[src/rtl/core/bhl_pkg.sv]
// Shared types and constants of the blocked-to-HWCN address generator.
// No dependencies; every other file of the block but bhl_div imports this package.
package bhl_pkg;

   // Default structural parameters
   localparam int DEF_DIM_BITS = 12;
   localparam int DEF_MAX_CUBE = 32;

   // Field widths fixed by the interface
   localparam int SRC_W      = 56;
   localparam int DST_W      = 50;
   localparam int HALF_W     = SRC_W / 2;
   localparam int CUBE_REG_W = 6;
   localparam int ELEM_W     = 3;
   localparam int CSR_IDX_W  = 3;
   localparam int CSR_DATA_W = 16;

   // Register reset values
   localparam logic [CUBE_REG_W-1:0] CUBE_RESET = 6'd16;
   localparam logic [ELEM_W-1:0]     ELEM_RESET = 3'd2;

   // Command queue between front and back (depth is a power of two)
   localparam int QUEUE_DEPTH = 2;
   localparam int QPTR_W      = $clog2(QUEUE_DEPTH);
   localparam int QCNT_W      = $clog2(QUEUE_DEPTH + 1);

   // Configuration register map
   typedef enum logic [CSR_IDX_W-1:0] {
      CSR_DIM_H      = 3'd0,
      CSR_DIM_W      = 3'd1,
      CSR_DIM_C      = 3'd2,
      CSR_DIM_N      = 3'd3,
      CSR_BLK_SIZE   = 3'd4,
      CSR_ELEM_BYTES = 3'd5
   } csr_idx_type;

   // Classified request
   typedef enum logic {
      CMD_NEXT    = 1'b0,
      CMD_RESTART = 1'b1
   } cmd_kind_type;

   typedef struct packed {
      logic         valid;
      cmd_kind_type kind;
   } cmd_type;

   // Back-end sequencer
   typedef enum logic [2:0] {
      ST_IDLE = 3'd0,
      ST_DIV  = 3'd1,
      ST_PREP = 3'd2,
      ST_MUL  = 3'd3,
      ST_ADD  = 3'd4,
      ST_DONE = 3'd5
   } seq_state_type;

   // Horner steps of the offset evaluation
   typedef enum logic [2:0] {
      STEP_H     = 3'd0,
      STEP_W     = 3'd1,
      STEP_N     = 3'd2,
      STEP_CUBE  = 3'd3,
      STEP_SCALE = 3'd4
   } step_type;

   // Multiply-add lane control
   typedef struct packed {
      logic load;
      logic mul;
      logic add;
   } mac_ctl_type;

endpackage

[src/rtl/core/bhl_ifs.sv]
// Channel interfaces of the address generator: request, response, register write.
// Depends on bhl_pkg for the payload widths.
interface bhl_req_if ();
   logic valid;
   logic ready;
   logic restart;

   modport source (output valid, output restart, input ready);
   modport sink   (input valid, input restart, output ready);
endinterface

interface bhl_rsp_if import bhl_pkg::*; ();
   logic             valid;
   logic             ready;
   logic [SRC_W-1:0] src_byte_offset;
   logic [DST_W-1:0] dst_byte_offset;
   logic             last;

   modport source (output valid, output src_byte_offset, output dst_byte_offset,
                   output last, input ready);
   modport sink   (input valid, input src_byte_offset, input dst_byte_offset,
                   input last, output ready);
endinterface

interface bhl_csr_if import bhl_pkg::*; ();
   logic                  valid;
   logic                  ready;
   logic [CSR_IDX_W-1:0]  index;
   logic [CSR_DATA_W-1:0] wdata;

   modport source (output valid, output index, output wdata, input ready);
   modport sink   (input valid, input index, input wdata, output ready);
endinterface

[src/rtl/core/bhl_front.sv]
// Front end: accepts request transactions, classifies them and queues them.
// Depends on bhl_pkg and bhl_req_if.
module bhl_front import bhl_pkg::*; (
   input  logic      clock,
   input  logic      reset,
   bhl_req_if.sink   req_ch,
   output cmd_type   cmd,
   input  logic      cmd_pop
);

   cmd_kind_type       q_ff [QUEUE_DEPTH];
   logic [QPTR_W-1:0]  wr_ptr_ff, wr_ptr_in;
   logic [QPTR_W-1:0]  rd_ptr_ff, rd_ptr_in;
   logic [QCNT_W-1:0]  q_count_ff, q_count_in;
   logic               push;
   logic               pop_ok;
   cmd_kind_type       kind_in;

   // Handshake and classification
   assign req_ch.ready = (q_count_ff != QCNT_W'(QUEUE_DEPTH));
   assign push         = req_ch.valid && req_ch.ready;
   assign kind_in      = req_ch.restart ? CMD_RESTART : CMD_NEXT;
   assign pop_ok       = cmd_pop && cmd.valid;

   assign cmd.valid = (q_count_ff != '0);
   assign cmd.kind  = q_ff[rd_ptr_ff];

   // Pointer and fill bookkeeping
   always_comb begin
      wr_ptr_in  = push   ? wr_ptr_ff + QPTR_W'(1) : wr_ptr_ff;
      rd_ptr_in  = pop_ok ? rd_ptr_ff + QPTR_W'(1) : rd_ptr_ff;
      q_count_in = q_count_ff;
      if (push && !pop_ok) begin
         q_count_in = q_count_ff + QCNT_W'(1);
      end else if (!push && pop_ok) begin
         q_count_in = q_count_ff - QCNT_W'(1);
      end
   end

   always_ff @(posedge clock) begin
      if (reset) begin
         wr_ptr_ff  <= '0;
         rd_ptr_ff  <= '0;
         q_count_ff <= '0;
      end else begin
         wr_ptr_ff  <= wr_ptr_in;
         rd_ptr_ff  <= rd_ptr_in;
         q_count_ff <= q_count_in;
      end
   end

   // Queue storage, no reset needed
   always_ff @(posedge clock) begin
      if (push) begin
         q_ff[wr_ptr_ff] <= kind_in;
      end
   end

   // Checks
   a_q_bound: assert property (@(posedge clock) disable iff (reset)
      q_count_ff <= QCNT_W'(QUEUE_DEPTH))
      else $error("command queue overfilled");

   a_q_push: assert property (@(posedge clock) disable iff (reset)
      (push && !pop_ok) |=> (q_count_ff == $past(q_count_ff) + QCNT_W'(1)))
      else $error("queued transaction not counted");

   a_q_pop: assert property (@(posedge clock) disable iff (reset)
      (pop_ok && !push) |=> (q_count_ff == $past(q_count_ff) - QCNT_W'(1)))
      else $error("popped transaction not removed");

endmodule

[src/rtl/core/bhl_div.sv]
// Restoring divider: splits the channel counter into cube index and offset,
// one quotient bit per cycle. Depends on nothing but its parameters.
module bhl_div #(
   parameter int DIM_BITS  = 12,
   parameter int CUBE_BITS = 6
) (
   input  logic                 clock,
   input  logic                 reset,
   input  logic                 start,
   input  logic [DIM_BITS-1:0]  dividend,
   input  logic [CUBE_BITS-1:0] divisor,
   output logic                 busy,
   output logic [DIM_BITS-1:0]  quotient,
   output logic [CUBE_BITS-1:0] remainder
);

   localparam int CNT_W = $clog2(DIM_BITS + 1);

   logic [DIM_BITS-1:0]  quo_ff, quo_in;
   logic [CUBE_BITS-1:0] rem_ff, rem_in;
   logic [CUBE_BITS-1:0] dvs_ff, dvs_in;
   logic [CNT_W-1:0]     cnt_ff, cnt_in;
   logic                 busy_ff, busy_in;
   logic [CUBE_BITS:0]   r_sh;
   logic [CUBE_BITS:0]   diff;
   logic                 ge;

   // One trial subtraction per cycle
   assign r_sh = {rem_ff, quo_ff[DIM_BITS-1]};
   assign ge   = (r_sh >= {1'b0, dvs_ff});
   assign diff = r_sh - {1'b0, dvs_ff};

   always_comb begin
      quo_in  = quo_ff;
      rem_in  = rem_ff;
      dvs_in  = dvs_ff;
      cnt_in  = cnt_ff;
      busy_in = busy_ff;
      if (start) begin
         quo_in  = dividend;
         rem_in  = '0;
         dvs_in  = divisor;
         cnt_in  = CNT_W'(DIM_BITS);
         busy_in = 1'b1;
      end else if (busy_ff) begin
         quo_in = {quo_ff[DIM_BITS-2:0], ge};
         rem_in = ge ? diff[CUBE_BITS-1:0] : r_sh[CUBE_BITS-1:0];
         cnt_in = cnt_ff - CNT_W'(1);
         if (cnt_ff == CNT_W'(1)) begin
            busy_in = 1'b0;
         end
      end
   end

   always_ff @(posedge clock) begin
      if (reset) begin
         busy_ff <= 1'b0;
         cnt_ff  <= '0;
      end else begin
         busy_ff <= busy_in;
         cnt_ff  <= cnt_in;
      end
   end

   always_ff @(posedge clock) begin
      quo_ff <= quo_in;
      rem_ff <= rem_in;
      dvs_ff <= dvs_in;
   end

   assign busy      = busy_ff;
   assign quotient  = quo_ff;
   assign remainder = rem_ff;

endmodule

[src/rtl/core/bhl_mac.sv]
// Multiply-add lane: acc = acc * b + addend modulo 2^SRC_W, as two half-width
// partial products in one cycle and their sum in the next. Depends on bhl_pkg.
module bhl_mac import bhl_pkg::*; #(
   parameter int OPND_W = 12
) (
   input  logic              clock,
   input  mac_ctl_type       ctl,
   input  logic [SRC_W-1:0]  load_val,
   input  logic [OPND_W-1:0] opnd_b,
   input  logic [OPND_W-1:0] addend,
   output logic [SRC_W-1:0]  acc
);

   localparam int LO_W = HALF_W;
   localparam int HI_W = SRC_W - HALF_W;

   logic [SRC_W-1:0]       acc_ff, acc_in;
   logic [LO_W+OPND_W-1:0] plo_ff, plo_in;
   logic [HI_W+OPND_W-1:0] phi_ff, phi_in;
   logic [OPND_W-1:0]      add_ff, add_in;

   always_comb begin
      acc_in = acc_ff;
      plo_in = plo_ff;
      phi_in = phi_ff;
      add_in = add_ff;
      if (ctl.load) begin
         acc_in = load_val;
      end
      // partial products of the accumulator halves
      if (ctl.mul) begin
         plo_in = acc_ff[LO_W-1:0] * opnd_b;
         phi_in = acc_ff[SRC_W-1:LO_W] * opnd_b;
         add_in = addend;
      end
      // recombine; bits above SRC_W drop out
      if (ctl.add) begin
         acc_in = SRC_W'(plo_ff) + (SRC_W'(phi_ff) << LO_W) + SRC_W'(add_ff);
      end
   end

   always_ff @(posedge clock) begin
      acc_ff <= acc_in;
      plo_ff <= plo_in;
      phi_ff <= phi_in;
      add_ff <= add_in;
   end

   assign acc = acc_ff;

endmodule

[src/rtl/core/bhl_back.sv]
// Back end: configuration registers, element counters, offset sequencer and
// response register. Depends on bhl_pkg, bhl_ifs, bhl_div and bhl_mac.
module bhl_back import bhl_pkg::*; #(
   parameter int DIM_BITS = DEF_DIM_BITS,
   parameter int MAX_CUBE = DEF_MAX_CUBE
) (
   input  logic       clock,
   input  logic       reset,
   input  cmd_type    cmd,
   output logic       cmd_pop,
   bhl_rsp_if.source  rsp_ch,
   bhl_csr_if.sink    csr_ch
);

   localparam int CUBE_BITS = $clog2(MAX_CUBE + 1);
   localparam int SQ_W      = 2 * CUBE_BITS;
   localparam int OPND_W    = (DIM_BITS > SQ_W) ? DIM_BITS : SQ_W;

   // Configuration
   logic [DIM_BITS-1:0]   dim_h_ff, dim_h_in, dim_w_ff, dim_w_in;
   logic [DIM_BITS-1:0]   dim_c_ff, dim_c_in, dim_n_ff, dim_n_in;
   logic [CUBE_REG_W-1:0] cube_ff, cube_in;
   logic [ELEM_W-1:0]     elem_ff, elem_in;

   // Counters and sequencer
   logic [DIM_BITS-1:0]   h_ff, h_in, w_ff, w_in, c_ff, c_in, n_ff, n_in;
   seq_state_type         state_ff, state_in;
   step_type              step_ff, step_in;
   logic [SQ_W-1:0]       k2_ff, k2_in, c0k_ff, c0k_in;

   // Response register
   logic                  rsp_valid_ff, rsp_valid_in;
   logic [SRC_W-1:0]      rsp_src_ff, rsp_src_in;
   logic [DST_W-1:0]      rsp_dst_ff, rsp_dst_in;
   logic                  rsp_last_ff, rsp_last_in;

   // Effective sizes
   logic [DIM_BITS-1:0]   dh, dw, dc, dn;
   logic [CUBE_BITS-1:0]  k_eff;
   logic [DIM_BITS:0]     h_inc, w_inc, c_inc, n_inc;
   logic                  h_end, w_end, c_end, n_end, last_now;
   logic                  out_free, is_restart;

   // Divider and lanes
   logic                  div_start, div_busy;
   logic [DIM_BITS-1:0]   div_dividend, div_quo;
   logic [CUBE_BITS-1:0]  div_rem;
   mac_ctl_type           src_ctl, dst_ctl;
   logic [OPND_W-1:0]     src_b, src_add, dst_b, dst_add;
   logic [SRC_W-1:0]      src_acc, dst_acc;

   // Register writes; unknown indexes are dropped
   assign csr_ch.ready = 1'b1;

   always_comb begin
      dim_h_in = dim_h_ff;
      dim_w_in = dim_w_ff;
      dim_c_in = dim_c_ff;
      dim_n_in = dim_n_ff;
      cube_in  = cube_ff;
      elem_in  = elem_ff;
      if (csr_ch.valid) begin
         case (csr_ch.index)
            CSR_DIM_H:      dim_h_in = csr_ch.wdata[DIM_BITS-1:0];
            CSR_DIM_W:      dim_w_in = csr_ch.wdata[DIM_BITS-1:0];
            CSR_DIM_C:      dim_c_in = csr_ch.wdata[DIM_BITS-1:0];
            CSR_DIM_N:      dim_n_in = csr_ch.wdata[DIM_BITS-1:0];
            CSR_BLK_SIZE:   cube_in  = csr_ch.wdata[CUBE_REG_W-1:0];
            CSR_ELEM_BYTES: elem_in  = csr_ch.wdata[ELEM_W-1:0];
            default: ;
         endcase
      end
   end

   // Zero dimension acts as one; cube clamped to 1..MAX_CUBE
   assign dh = (dim_h_ff == '0) ? DIM_BITS'(1) : dim_h_ff;
   assign dw = (dim_w_ff == '0) ? DIM_BITS'(1) : dim_w_ff;
   assign dc = (dim_c_ff == '0) ? DIM_BITS'(1) : dim_c_ff;
   assign dn = (dim_n_ff == '0) ? DIM_BITS'(1) : dim_n_ff;

   always_comb begin
      if (cube_ff == '0) begin
         k_eff = CUBE_BITS'(1);
      end else if (int'(cube_ff) > MAX_CUBE) begin
         k_eff = CUBE_BITS'(MAX_CUBE);
      end else begin
         k_eff = CUBE_BITS'(cube_ff);
      end
   end

   // Counter end detection; a counter past its size counts as at its end
   assign h_inc    = {1'b0, h_ff} + (DIM_BITS+1)'(1);
   assign w_inc    = {1'b0, w_ff} + (DIM_BITS+1)'(1);
   assign c_inc    = {1'b0, c_ff} + (DIM_BITS+1)'(1);
   assign n_inc    = {1'b0, n_ff} + (DIM_BITS+1)'(1);
   assign h_end    = (h_inc >= {1'b0, dh});
   assign w_end    = (w_inc >= {1'b0, dw});
   assign c_end    = (c_inc >= {1'b0, dc});
   assign n_end    = (n_inc >= {1'b0, dn});
   assign last_now = h_end && w_end && c_end && n_end;

   assign out_free     = !rsp_valid_ff || rsp_ch.ready;
   assign is_restart   = (cmd.kind == CMD_RESTART);
   assign div_dividend = is_restart ? '0 : c_ff;

   // Horner operands per step:
   //   src = ((((c1*H + h)*W + w)*N + n)*k^2 + c0*(k+1)) * bytes
   //   dst = (((h*W + w)*C + c)*N + n) * bytes
   always_comb begin
      case (step_ff)
         STEP_H: begin
            src_b = OPND_W'(dh);     src_add = OPND_W'(h_ff);
            dst_b = OPND_W'(dw);     dst_add = OPND_W'(w_ff);
         end
         STEP_W: begin
            src_b = OPND_W'(dw);     src_add = OPND_W'(w_ff);
            dst_b = OPND_W'(dc);     dst_add = OPND_W'(c_ff);
         end
         STEP_N: begin
            src_b = OPND_W'(dn);     src_add = OPND_W'(n_ff);
            dst_b = OPND_W'(dn);     dst_add = OPND_W'(n_ff);
         end
         STEP_CUBE: begin
            src_b = OPND_W'(k2_ff);  src_add = OPND_W'(c0k_ff);
            dst_b = OPND_W'(elem_ff); dst_add = '0;
         end
         STEP_SCALE: begin
            src_b = OPND_W'(elem_ff); src_add = '0;
            dst_b = OPND_W'(1);      dst_add = '0;
         end
         default: begin
            src_b = '0;              src_add = '0;
            dst_b = '0;              dst_add = '0;
         end
      endcase
   end

   // Sequencer
   always_comb begin
      state_in     = state_ff;
      step_in      = step_ff;
      h_in         = h_ff;
      w_in         = w_ff;
      c_in         = c_ff;
      n_in         = n_ff;
      k2_in        = k2_ff;
      c0k_in       = c0k_ff;
      cmd_pop      = 1'b0;
      div_start    = 1'b0;
      src_ctl      = '0;
      dst_ctl      = '0;
      rsp_valid_in = rsp_valid_ff && !rsp_ch.ready;
      rsp_src_in   = rsp_src_ff;
      rsp_dst_in   = rsp_dst_ff;
      rsp_last_in  = rsp_last_ff;
      case (state_ff)
         ST_IDLE: begin
            if (cmd.valid) begin
               cmd_pop   = 1'b1;
               div_start = 1'b1;
               if (is_restart) begin
                  h_in = '0;
                  w_in = '0;
                  c_in = '0;
                  n_in = '0;
               end
               state_in = ST_DIV;
            end
         end
         ST_DIV: begin
            if (!div_busy) begin
               state_in = ST_PREP;
            end
         end
         ST_PREP: begin
            k2_in        = SQ_W'(k_eff) * SQ_W'(k_eff);
            c0k_in       = SQ_W'(div_rem) * SQ_W'(k_eff) + SQ_W'(div_rem);
            src_ctl.load = 1'b1;
            dst_ctl.load = 1'b1;
            step_in      = STEP_H;
            state_in     = ST_MUL;
         end
         ST_MUL: begin
            src_ctl.mul = 1'b1;
            dst_ctl.mul = 1'b1;
            state_in    = ST_ADD;
         end
         ST_ADD: begin
            src_ctl.add = 1'b1;
            dst_ctl.add = 1'b1;
            if (step_ff == STEP_SCALE) begin
               state_in = ST_DONE;
            end else begin
               step_in  = step_type'(step_ff + 3'd1);
               state_in = ST_MUL;
            end
         end
         ST_DONE: begin
            if (out_free) begin
               rsp_valid_in = 1'b1;
               rsp_src_in   = src_acc;
               rsp_dst_in   = dst_acc[DST_W-1:0];
               rsp_last_in  = last_now;
               // odometer advance, n fastest
               if (n_end) begin
                  n_in = '0;
                  if (c_end) begin
                     c_in = '0;
                     if (w_end) begin
                        w_in = '0;
                        h_in = h_end ? '0 : h_inc[DIM_BITS-1:0];
                     end else begin
                        w_in = w_inc[DIM_BITS-1:0];
                     end
                  end else begin
                     c_in = c_inc[DIM_BITS-1:0];
                  end
               end else begin
                  n_in = n_inc[DIM_BITS-1:0];
               end
               state_in = ST_IDLE;
            end
         end
         default: begin
            state_in = ST_IDLE;
         end
      endcase
   end

   always_ff @(posedge clock) begin
      if (reset) begin
         dim_h_ff     <= DIM_BITS'(1);
         dim_w_ff     <= DIM_BITS'(1);
         dim_c_ff     <= DIM_BITS'(1);
         dim_n_ff     <= DIM_BITS'(1);
         cube_ff      <= CUBE_RESET;
         elem_ff      <= ELEM_RESET;
         h_ff         <= '0;
         w_ff         <= '0;
         c_ff         <= '0;
         n_ff         <= '0;
         state_ff     <= ST_IDLE;
         step_ff      <= STEP_H;
         rsp_valid_ff <= 1'b0;
      end else begin
         dim_h_ff     <= dim_h_in;
         dim_w_ff     <= dim_w_in;
         dim_c_ff     <= dim_c_in;
         dim_n_ff     <= dim_n_in;
         cube_ff      <= cube_in;
         elem_ff      <= elem_in;
         h_ff         <= h_in;
         w_ff         <= w_in;
         c_ff         <= c_in;
         n_ff         <= n_in;
         state_ff     <= state_in;
         step_ff      <= step_in;
         rsp_valid_ff <= rsp_valid_in;
      end
   end

   // Datapath registers, no reset
   always_ff @(posedge clock) begin
      k2_ff       <= k2_in;
      c0k_ff      <= c0k_in;
      rsp_src_ff  <= rsp_src_in;
      rsp_dst_ff  <= rsp_dst_in;
      rsp_last_ff <= rsp_last_in;
   end

   assign rsp_ch.valid           = rsp_valid_ff;
   assign rsp_ch.src_byte_offset = rsp_src_ff;
   assign rsp_ch.dst_byte_offset = rsp_dst_ff;
   assign rsp_ch.last            = rsp_last_ff;

   // c = c1 * k + c0
   bhl_div #(
      .DIM_BITS  (DIM_BITS),
      .CUBE_BITS (CUBE_BITS)
   ) u_div (
      .clock     (clock),
      .reset     (reset),
      .start     (div_start),
      .dividend  (div_dividend),
      .divisor   (k_eff),
      .busy      (div_busy),
      .quotient  (div_quo),
      .remainder (div_rem)
   );

   bhl_mac #(
      .OPND_W   (OPND_W)
   ) u_src_mac (
      .clock    (clock),
      .ctl      (src_ctl),
      .load_val (SRC_W'(div_quo)),
      .opnd_b   (src_b),
      .addend   (src_add),
      .acc      (src_acc)
   );

   bhl_mac #(
      .OPND_W   (OPND_W)
   ) u_dst_mac (
      .clock    (clock),
      .ctl      (dst_ctl),
      .load_val (SRC_W'(h_ff)),
      .opnd_b   (dst_b),
      .addend   (dst_add),
      .acc      (dst_acc)
   );

   // Checks
   a_div_in_state: assert property (@(posedge clock) disable iff (reset)
      div_busy |-> (state_ff == ST_DIV))
      else $error("divider running outside its state");

   a_div_result: assert property (@(posedge clock) disable iff (reset)
      (state_ff == ST_PREP) |->
         ((32'(div_quo) * 32'(k_eff) + 32'(div_rem) == 32'(c_ff)) && (div_rem < k_eff)))
      else $error("channel split does not match counter");

   a_wrap_zero: assert property (@(posedge clock) disable iff (reset)
      (state_ff == ST_DONE && out_free && last_now) |=>
         (h_ff == '0 && w_ff == '0 && c_ff == '0 && n_ff == '0))
      else $error("counters did not wrap after final element");

   a_rsp_source: assert property (@(posedge clock) disable iff (reset)
      $rose(rsp_valid_ff) |-> $past(state_ff == ST_DONE))
      else $error("response raised outside completion");

endmodule

[src/rtl/core/blocked_to_hwcn_layout_address_gen.sv]
// Top level of the blocked-to-HWCN layout address generator.
// Depends on bhl_pkg, bhl_ifs, bhl_front and bhl_back.
//
// Usage:
//  - req_ch carries one bit, restart. Each transaction asks for the next element
//    of the H,W,C,N walk (n fastest); restart=1 starts over at the first element.
//  - rsp_ch returns one transaction per request: source byte offset into the
//    blocked C1,H,W,N,Co,C0 tensor (diagonal of each cube only), destination
//    byte offset into the HWCN tensor, and last on the final element, after
//    which the walk wraps to the start.
//  - csr_ch writes the registers dim_h, dim_w, dim_c, dim_n, blk_size and
//    elem_bytes at indexes 0 to 5; other indexes are dropped. Write only while
//    no request is outstanding. csr_ch.ready is always high.
//  - Each request passes through the bit-serial channel divider, a prepare state
//    and five multiply-add steps of the offset lanes (a multiply state and an add
//    state each) before its response is registered; the back end works on one
//    request at a time and takes the next after loading that response.
//  - A two-entry queue takes requests while the back end works; a stalled
//    response holds in its register and the back end waits on it.
//  - Synchronous reset empties the queue, zeroes the counters and loads the
//    register defaults (all dims 1, blk_size 16, elem_bytes 2).
module blocked_to_hwcn_layout_address_gen import bhl_pkg::*; #(
   parameter int DIM_BITS = DEF_DIM_BITS,
   parameter int MAX_CUBE = DEF_MAX_CUBE
) (
   input  logic       clock,
   input  logic       reset,
   bhl_req_if.sink    req_ch,
   bhl_rsp_if.source  rsp_ch,
   bhl_csr_if.sink    csr_ch
);

   cmd_type cmd;
   logic    cmd_pop;

   // Request intake and queue
   bhl_front u_front (
      .clock   (clock),
      .reset   (reset),
      .req_ch  (req_ch),
      .cmd     (cmd),
      .cmd_pop (cmd_pop)
   );

   // Offset computation and response
   bhl_back #(
      .DIM_BITS (DIM_BITS),
      .MAX_CUBE (MAX_CUBE)
   ) u_back (
      .clock   (clock),
      .reset   (reset),
      .cmd     (cmd),
      .cmd_pop (cmd_pop),
      .rsp_ch  (rsp_ch),
      .csr_ch  (csr_ch)
   );

endmodule

[src/flat_wrapper.sv]
// flat-port wrapper written by rule: the top's interface ports become plain ports
module blocked_to_hwcn_layout_address_gen_flat import bhl_pkg::*;
#(
   parameter int DIM_BITS = DEF_DIM_BITS,
   parameter int MAX_CUBE = DEF_MAX_CUBE
)
  (clock, reset, req_ch_valid, req_ch_restart, req_ch_ready, rsp_ch_valid, rsp_ch_src_byte_offset, rsp_ch_dst_byte_offset, rsp_ch_last, rsp_ch_ready, csr_ch_valid, csr_ch_index, csr_ch_wdata, csr_ch_ready);
  bhl_req_if req_ch_i ();
  bhl_rsp_if rsp_ch_i ();
  bhl_csr_if csr_ch_i ();
  input  logic clock;
  input  logic reset;
  input wire logic [$bits(req_ch_i.valid)-1:0] req_ch_valid;
  input wire logic [$bits(req_ch_i.restart)-1:0] req_ch_restart;
  output wire logic [$bits(req_ch_i.ready)-1:0] req_ch_ready;
  output wire logic [$bits(rsp_ch_i.valid)-1:0] rsp_ch_valid;
  output wire logic [$bits(rsp_ch_i.src_byte_offset)-1:0] rsp_ch_src_byte_offset;
  output wire logic [$bits(rsp_ch_i.dst_byte_offset)-1:0] rsp_ch_dst_byte_offset;
  output wire logic [$bits(rsp_ch_i.last)-1:0] rsp_ch_last;
  input wire logic [$bits(rsp_ch_i.ready)-1:0] rsp_ch_ready;
  input wire logic [$bits(csr_ch_i.valid)-1:0] csr_ch_valid;
  input wire logic [$bits(csr_ch_i.index)-1:0] csr_ch_index;
  input wire logic [$bits(csr_ch_i.wdata)-1:0] csr_ch_wdata;
  output wire logic [$bits(csr_ch_i.ready)-1:0] csr_ch_ready;
  assign req_ch_i.valid = req_ch_valid;
  assign req_ch_i.restart = req_ch_restart;
  assign req_ch_ready = req_ch_i.ready;
  assign rsp_ch_valid = rsp_ch_i.valid;
  assign rsp_ch_src_byte_offset = rsp_ch_i.src_byte_offset;
  assign rsp_ch_dst_byte_offset = rsp_ch_i.dst_byte_offset;
  assign rsp_ch_last = rsp_ch_i.last;
  assign rsp_ch_i.ready = rsp_ch_ready;
  assign csr_ch_i.valid = csr_ch_valid;
  assign csr_ch_i.index = csr_ch_index;
  assign csr_ch_i.wdata = csr_ch_wdata;
  assign csr_ch_ready = csr_ch_i.ready;
  blocked_to_hwcn_layout_address_gen #(.DIM_BITS(DIM_BITS), .MAX_CUBE(MAX_CUBE)) u_core (.clock(clock), .reset(reset), .req_ch(req_ch_i), .rsp_ch(rsp_ch_i), .csr_ch(csr_ch_i));
endmodule
[config.mk]
export PLATFORM = sky130hd
export DESIGN_NAME = blocked_to_hwcn_layout_address_gen_flat
export DESIGN_NICKNAME = d
export VERILOG_FILES = /design/src/rtl/core/bhl_pkg.sv /design/src/rtl/core/bhl_ifs.sv /design/src/rtl/core/bhl_front.sv /design/src/rtl/core/bhl_div.sv /design/src/rtl/core/bhl_mac.sv /design/src/rtl/core/bhl_back.sv /design/src/rtl/core/blocked_to_hwcn_layout_address_gen.sv /design/src/flat_wrapper.sv
export SDC_FILE = /design/constraint.sdc
export NUM_CORES = 2
export LEC_CHECK = 0
export ABC_AREA = 1
export BUFFER_PORTS_ARGS = -buffer_cell sky130_fd_sc_hd__buf_4
export CORE_MARGIN = 2
export CORE_UTILIZATION = 30
export CTS_BUF_LIST = sky130_fd_sc_hd__clkbuf_2 sky130_fd_sc_hd__clkbuf_4 sky130_fd_sc_hd__clkbuf_8
export CTS_CLUSTER_DIAMETER = 150
export DETAILED_ROUTE_END_ITERATION = 10
export PLACE_DENSITY_LB_ADDON = 0.1
export SLEW_MARGIN = 20
export SYNTH_ARGS = -nofsm -noshare
export SYNTH_HDL_FRONTEND = slang
export SYNTH_SLANG_ARGS = --single-unit
[constraint.sdc]
create_clock -name clock -period 13.7 [get_ports clock]
set_clock_uncertainty 0.1 [all_clocks]
set_input_delay 1.37 -clock clock [delete_from_list [all_inputs] [get_ports clock]]
set_output_delay 1.37 -clock clock [all_outputs]
set_load 0.01 [all_outputs]
* Word level (Yosys, flattened, before mapping) *
Memory sizes are Yosys's and may differ from the RTL's. A register that Yosys moved wholly into a read port is not among the register bits.
Cells that the tools add are included.
W data, S select, Z words.

storage, ports and cells
  input port bits = 25
  bits in registers = 548
  memory bits (writable) = 2
  output and inout bits = 110
  bits in read-only memories = 0
  bits in latches = 0
  logic and storage cells = 194
  memories kept = 1

cells by class
  add/sub/neg operators = 16
  magnitude comparators = 6
  bitwise operators = 0
  equal/unequal tests = 24
  mux-type cells = 65
  multiply operators = 6
  reduce and logical (&&, ||, !) cells = 41
  shifts and indexed selects = 0
  div/mod/pow operators = 0

memory list
  name                 words  width  read ports  clocked after memory_dff  write ports  line             text
  u_core.u_front.q_ff  2      1      1           1                         1            bhl_front.sv:11  cmd_kind_type q_ff [QUEUE_DEPTH];

operator list
  operator                 count
  $mux W12                 24
  $mux W56                 4
  $pmux W12 S5             2
  $add A40 B56 Y56         2
  $add A56 B12 Y56         2
  $pmux W12 S2             4
  $mul A28 B12 Y40         2
  $mul A28 B12 Y28         2
  $add A12 B1 Y13 const B  4
  $ge A13 B12 Y1           4
  $logic_not A12 Y1        4
  $pmux W12 S4             1
  $pmux W12 S3             1
  $mul A6 B6 Y12           2
  $eq A3 B2 Y1 const B     6
  $mux W6                  3
  $pmux W3 S6              1
  $ne A2 B2 Y1 const B     8
  $reduce_and A2 Y1        8
  $eq A3 B3 Y1 const B     5
  $mux W1                  15
  $mux W3                  5
  $add A12 B6 Y12          1
  $reduce_bool A2 Y1       6
  24 further kinds         42

* Logic depth before layout (Yosys ltp) *
  word-level depth = 9
  mapped depth = 36
  mapped depth without buffers = 33

* Modules after synthesis *
A second synthesis with hierarchy kept.

second synthesis, totals
  cell total of the unflattened synthesis = 9200
  area total of the unflattened synthesis = 70433.8 um^2

modules (own cells, without submodules)
  module                             cells an instance  sequential area each (um^2)  area each (um^2)  times used
  bhl_mac (u_core.u_back.u_dst_mac)  3727               4083.9                       27602.7           1
  bhl_mac (u_core.u_back.u_src_mac)  3685               4083.9                       27342.5           1
  bhl_back                           1561               6145.9                       13603.0           1
  bhl_div                            187                760.7                        1561.5            1
  bhl_front                          40                 160.2                        324.1             1

* Least setup slack after synthesis *
OpenSTA, ideal clock, no wires.

  path type = flip-flop to flip-flop
  start = reg u_core.u_back.state_ff[1]
  end = reg u_core.u_back.u_dst_mac.add_ff[0] (enable)
  required time = 12.742 ns
  setup slack = 1.942 ns
  cell stages (with the launch flop) = 3
  arrival time = 10.800 ns
  buffers on the path = 0
  clock period less this slack = 11.758 ns
  library setup time = 0.858 ns
  path through = dfxtp_1 inv_1 nor3_1

on the way
  word-level cells in the longest chain between the ends = 2

ends and longest elaborated chain
  item                    line             text
  start, declared         bhl_back.sv:27   seq_state_type state_ff, state_in;
  start signal, assigned  bhl_back.sv:256  state_ff <= state_in;
  $eq A3 B2 Y1            bhl_back.sv:156  case (state_ff)
  $mux W1                 bhl_back.sv:156
  end signal, assigned    bhl_mac.sv:46    add_ff <= add_in;
  end, declared           bhl_mac.sv:20    logic [OPND_W-1:0] add_ff, add_in;

Every way passes these cells.
A chain may end at the register's enable or synchronous reset.

* Final worst setup path *
  start = reg u_core.u_back.step_ff[0]
  end = reg u_core.u_back.u_dst_mac.plo_ff[27], data pin

on the way
  word-level cells in the longest chain between the ends = 3
  elaborated cells between the ends (all ways) = 7
  classes of those cells = mul: 1; eq/ne: 4; mux: 1; reduce/logical: 1

ends and longest elaborated chain
  item                                  line             text
  start, declared                       bhl_back.sv:28   step_type step_ff, step_in;
  start signal, assigned                bhl_back.sv:257  step_ff <= step_in;
  $eq A3 B3 Y1 (tied with other cells)  bhl_back.sv:110  case (step_ff)
  $pmux W12 S5 *                        bhl_back.sv:110
  $mul A28 B12 Y40 *                    bhl_mac.sv:32    plo_in = acc_ff[LO_W-1:0] * opnd_b;
  end signal, assigned                  bhl_mac.sv:44    plo_ff <= plo_in;
  end, declared                         bhl_mac.sv:18    logic [LO_W+OPND_W-1:0] plo_ff, plo_in;

Mark *: on every way between the ends. The rest lies on a longest branch, timed or not.

==> flow_metrics.env <==
export IMPL_status="finished, final reports clean"
export IMPL_rows=167
export IMPL_synth_main_ff_cell="edfxtp_1"
export IMPL_cts_buffers=112
export IMPL_reg2regPathDepth=29
export IMPL_crit_required_ns=14.23
export IMPL_post_cts_resized=0
export IMPL_first_pass_iters=8
export IMPL_arrival_ns=8.64
export IMPL_hold_class="register to register"
export IMPL_synth_top_area_share_pct=28.5
export IMPL_design_core_area_um2=207000
export IMPL_pwr_share_comb_pct=45.2
export IMPL_r2r_slack_ns=5.59
export IMPL_synthArstFlopShare_pct=0
export IMPL_rsz0062_at_grt="false"
export IMPL_fmax_mhz=123
export IMPL_p_per_area_nw_per_um2=122
export IMPL_fin_crit_sh_pct=59.2
export IMPL_worstSetupEndpoint="u_core.u_back.u_dst_mac.plo_ff[27]"
export IMPL_hold_ws_ns=0.353
export IMPL_drt_iter0_markers=3000
export IMPL_gp_congestion=0.857
export IMPL_maxCapViolCount=0
export IMPL_netlist_area_um2=62400
export IMPL_placed_area_um2=66300
export IMPL_cp_slowest_stage_delay_ns=0.55
export IMPL_peakVddDrop_mv=0.0809
export IMPL_cp_slowest_cell="inv_1"
export IMPL_htree_levels=3
export IMPL_cp_end_kind="register"
export IMPL_hold_viol_final=0
export IMPL_dp_cells=10300
export IMPL_die_x_um=460
export IMPL_clk_pin_slew_worst_paths_ns=0.06
export IMPL_grt_max_degree=154
export IMPL_final_cells=10500
export IMPL_final_util_pct=33.3
export IMPL_slew_headroom_pct=29.9
export IMPL_grt_pass1_wl_mm=321
export IMPL_r2r_start="u_core.u_back.step_ff[0]"
export IMPL_wl_per_cell_um=19.9
export IMPL_syn_inst=7571
export IMPL_r2r_end="u_core.u_back.u_dst_mac.plo_ff[27]"
export IMPL_worst_slew_pin_slew_ns=1.05
export IMPL_antenna_found_initial=9
export IMPL_fp_dieArea_um2=212000
export IMPL_drc_errors=0
export IMPL_synth_edf_count=410
export IMPL_hold_buffers=0
export IMPL_power_frac_clock_pct=24.2
export IMPL_track_usage_pct=20.0
export IMPL_insertion_delay_ns=0.89
export IMPL_dp_hpwl_mm=157
export IMPL_yosysMostFrequentCell="nand2_1"
export IMPL_fin_ws_ns=5.59
export IMPL_die_h_um=460
export IMPL_cts_tree="built"
export IMPL_syn_to_final_growth_pct=10.3
export IMPL_p_total_mw=8.39
export IMPL_final_nets=8906
export IMPL_vias=49300
export IMPL_critPathMaxFanout=41
export IMPL_yosysTopAreaCell="fa_1"
export IMPL_cpMostUsedCell="inv_1"
export IMPL_internal_power_mw=4.60
export IMPL_routed_wirelength_mm=208
export IMPL_avgSynthCellArea_um2=8.25
export IMPL_place_ws_ns=5.63
export IMPL_synthTopCellsByCount="nand2_1 (1781), inv_1 (1664), fa_1 (889), nor2_1 (599), edfxtp_1 (410)"
export IMPL_pwr_share_seq_pct=30.5
export IMPL_cts_root_buffer="clkbuf_8"
export IMPL_p_sw_mw=3.79
export IMPL_period_minus_slack_ns=8.11
export IMPL_synth_area_leaders="fa_1 (29%), edfxtp_1 (20%), nand2_1 (11%)"
export IMPL_io_pins=135
export IMPL_final_max_slew_violation_count=0
export IMPL_ys_ff_latch=538
export IMPL_initial_core_util_pct=30.2
export IMPL_gr_total_overflow=0
export IMPL_postCtsSetupRepairBufs=0
export IMPL_finalSetupTns_ns=0
export IMPL_netSwitchingFraction_pct=45.2
export IMPL_grt_pass1_vias=52300
export IMPL_ys_types=56
export IMPL_crit_type="register to register"
export IMPL_yosysWarnings=0
export IMPL_yosysSeqAreaShare_pct=23.8
export IMPL_leakage_nw=32.5
export IMPL_ant_nets=0
export IMPL_clockBufferDepth=3
export IMPL_start_kind="register"
export IMPL_startpoint="u_core.u_back.step_ff[0]"
export IMPL_setup_viol=0
export IMPL_cts_sinks=538
export IMPL_port_buffer_count=129
export IMPL_viasPerCell=4.70
export IMPL_drive_gt1_share_pct=5.50
export IMPL_final_cell_area_um2=68900
-- power by group through the flow --
stage                     clock [mW]  sequential [mW]  combinational [mW]
final                           2.03             2.56                3.80
after global routing            2.16             2.59                4.38
after CTS                       2.10             2.56                3.85
after detailed placement           0             2.59                3.80
after global placement             0             2.59                3.81
after floorplan                    0             2.31                2.82
-- registers in the layout (all words and copies together), names as in the netlist, 6 cells and up, named ones only --
register and cells:
u_core.u_back.w_ff 12, u_core.u_back.c_ff 12, u_core.u_back.dim_c_ff 12, u_core.u_back.dim_n_ff 12
u_core.u_back.u_src_mac.acc 56, u_core.u_back.rsp_ch.src_byte_offset 56, u_core.u_back.u_div.dvs_ff 6, u_core.u_back.dim_h_ff 12
u_core.u_back.u_div.remainder 6, u_core.u_back.c0k_ff 12, u_core.u_back.u_src_mac.plo_ff 40, u_core.u_back.cube_ff 6
u_core.u_back.h_ff 12, u_core.u_back.u_src_mac.phi_ff 28, u_core.u_back.u_dst_mac.add_ff 12, u_core.u_back.u_dst_mac.phi_ff 22
u_core.u_back.k2_ff 11, u_core.u_back.u_div.quotient 12, u_core.u_back.u_dst_mac.plo_ff 40, u_core.u_back.n_ff 12
u_core.u_back.dim_w_ff 12, u_core.u_back.u_dst_mac.acc 50, u_core.u_back.rsp_ch.dst_byte_offset 50, u_core.u_back.u_src_mac.add_ff 12
-- worst max-delay path: cells and delay by family, from the launching register on --
kind	cells	cell delay, ns
and+or+nand+nor	7	0.96
xor gates and xnor gates	1	0.15
buffers and inverters	10	1.90
AOI/OAI and AO/OA	5	1.44
DFF	1	0.35
adders and majority gates	6	2.93
-- per-layer routing --
metal / vias to the layer above / track usage (%) / part of all wire (%)
li1: 23300 / - / -
met3: 239 / 2.18 / 4.4
met5: - / 0 / 0.0043
met2: 1071 / 31.8 / 45
met1: 24700 / 28.8 / 48
met4: 2 / 4.97 / 2.3
-- worst min path at each step --
stage                                               endpoint  slack, ns                            start  depth (start not counted)
finish                              u_core.u_front.rd_ptr_ff       0.35         u_core.u_front.rd_ptr_ff                          1
floorplan           u_core.u_back.rsp_ch.dst_byte_offset[41]       0.32  u_core.u_back.u_dst_mac.acc[41]                          0
CTS                                 u_core.u_front.rd_ptr_ff       0.35         u_core.u_front.rd_ptr_ff                          1
global route                                        register       0.39         u_core.u_front.rd_ptr_ff                          1
global placement                                    register       0.34         u_core.u_front.rd_ptr_ff                          1
detailed placement                                  register       0.34         u_core.u_front.rd_ptr_ff                          1
-- cell type report --
type / count / area, µm²
fillers: 22000 / 138000
inverters: 1678 / 6300
well taps: 2788 / 3490
clock buffers: 152 / 1920
repair buffers: 174 / 1330
diodes: 1 / 2.50
multi-input cells: 5092 / 40300
flip-flops and latches: 538 / 14900
clock inverters: 58 / 666
-- logic make-up after synthesis --
| kind of cell | after synthesis | synth area share (%) |
|---|---|---|
| xor gates and xnor gates | 190 | 2.67 |
| buffers and inverters | 1945 | 11.8 |
| other | 2 | 0.0120 |
| adders and majority gates | 1285 | 36.4 |
| and+or+nand+nor | 2788 | 17.9 |
| AOI/OAI and AO/OA | 823 | 7.32 |
| DFF | 538 | 23.8 |
-- placed cells by master (no fill, tap or decap), types with 16 or more instances in the layout --
cell	Yosys	final
nand2_1	1781	1776
inv_1	1664	1662
fa_1	889	889
nor2_1	599	596
edfxtp_1	410	410
ha_1	396	396
a21oi_1	368	366
o21ai_0	272	272
nand3_1	212	207
buf_4	8	172
xor2_1	130	130
dfxtp_1	128	128
clkbuf_8	0	125
nor3_1	75	73
xnor2_1	60	60
nand4_1	50	50
a31oi_1	29	29
clkbuf_4	0	27
clkinv_1	5	24
nor4_1	24	24
a21o_1	21	21
o2111ai_1	20	20
o221ai_1	18	18
nand3b_1	16	16
Note: power is estimated with default switching activity, not from simulation.
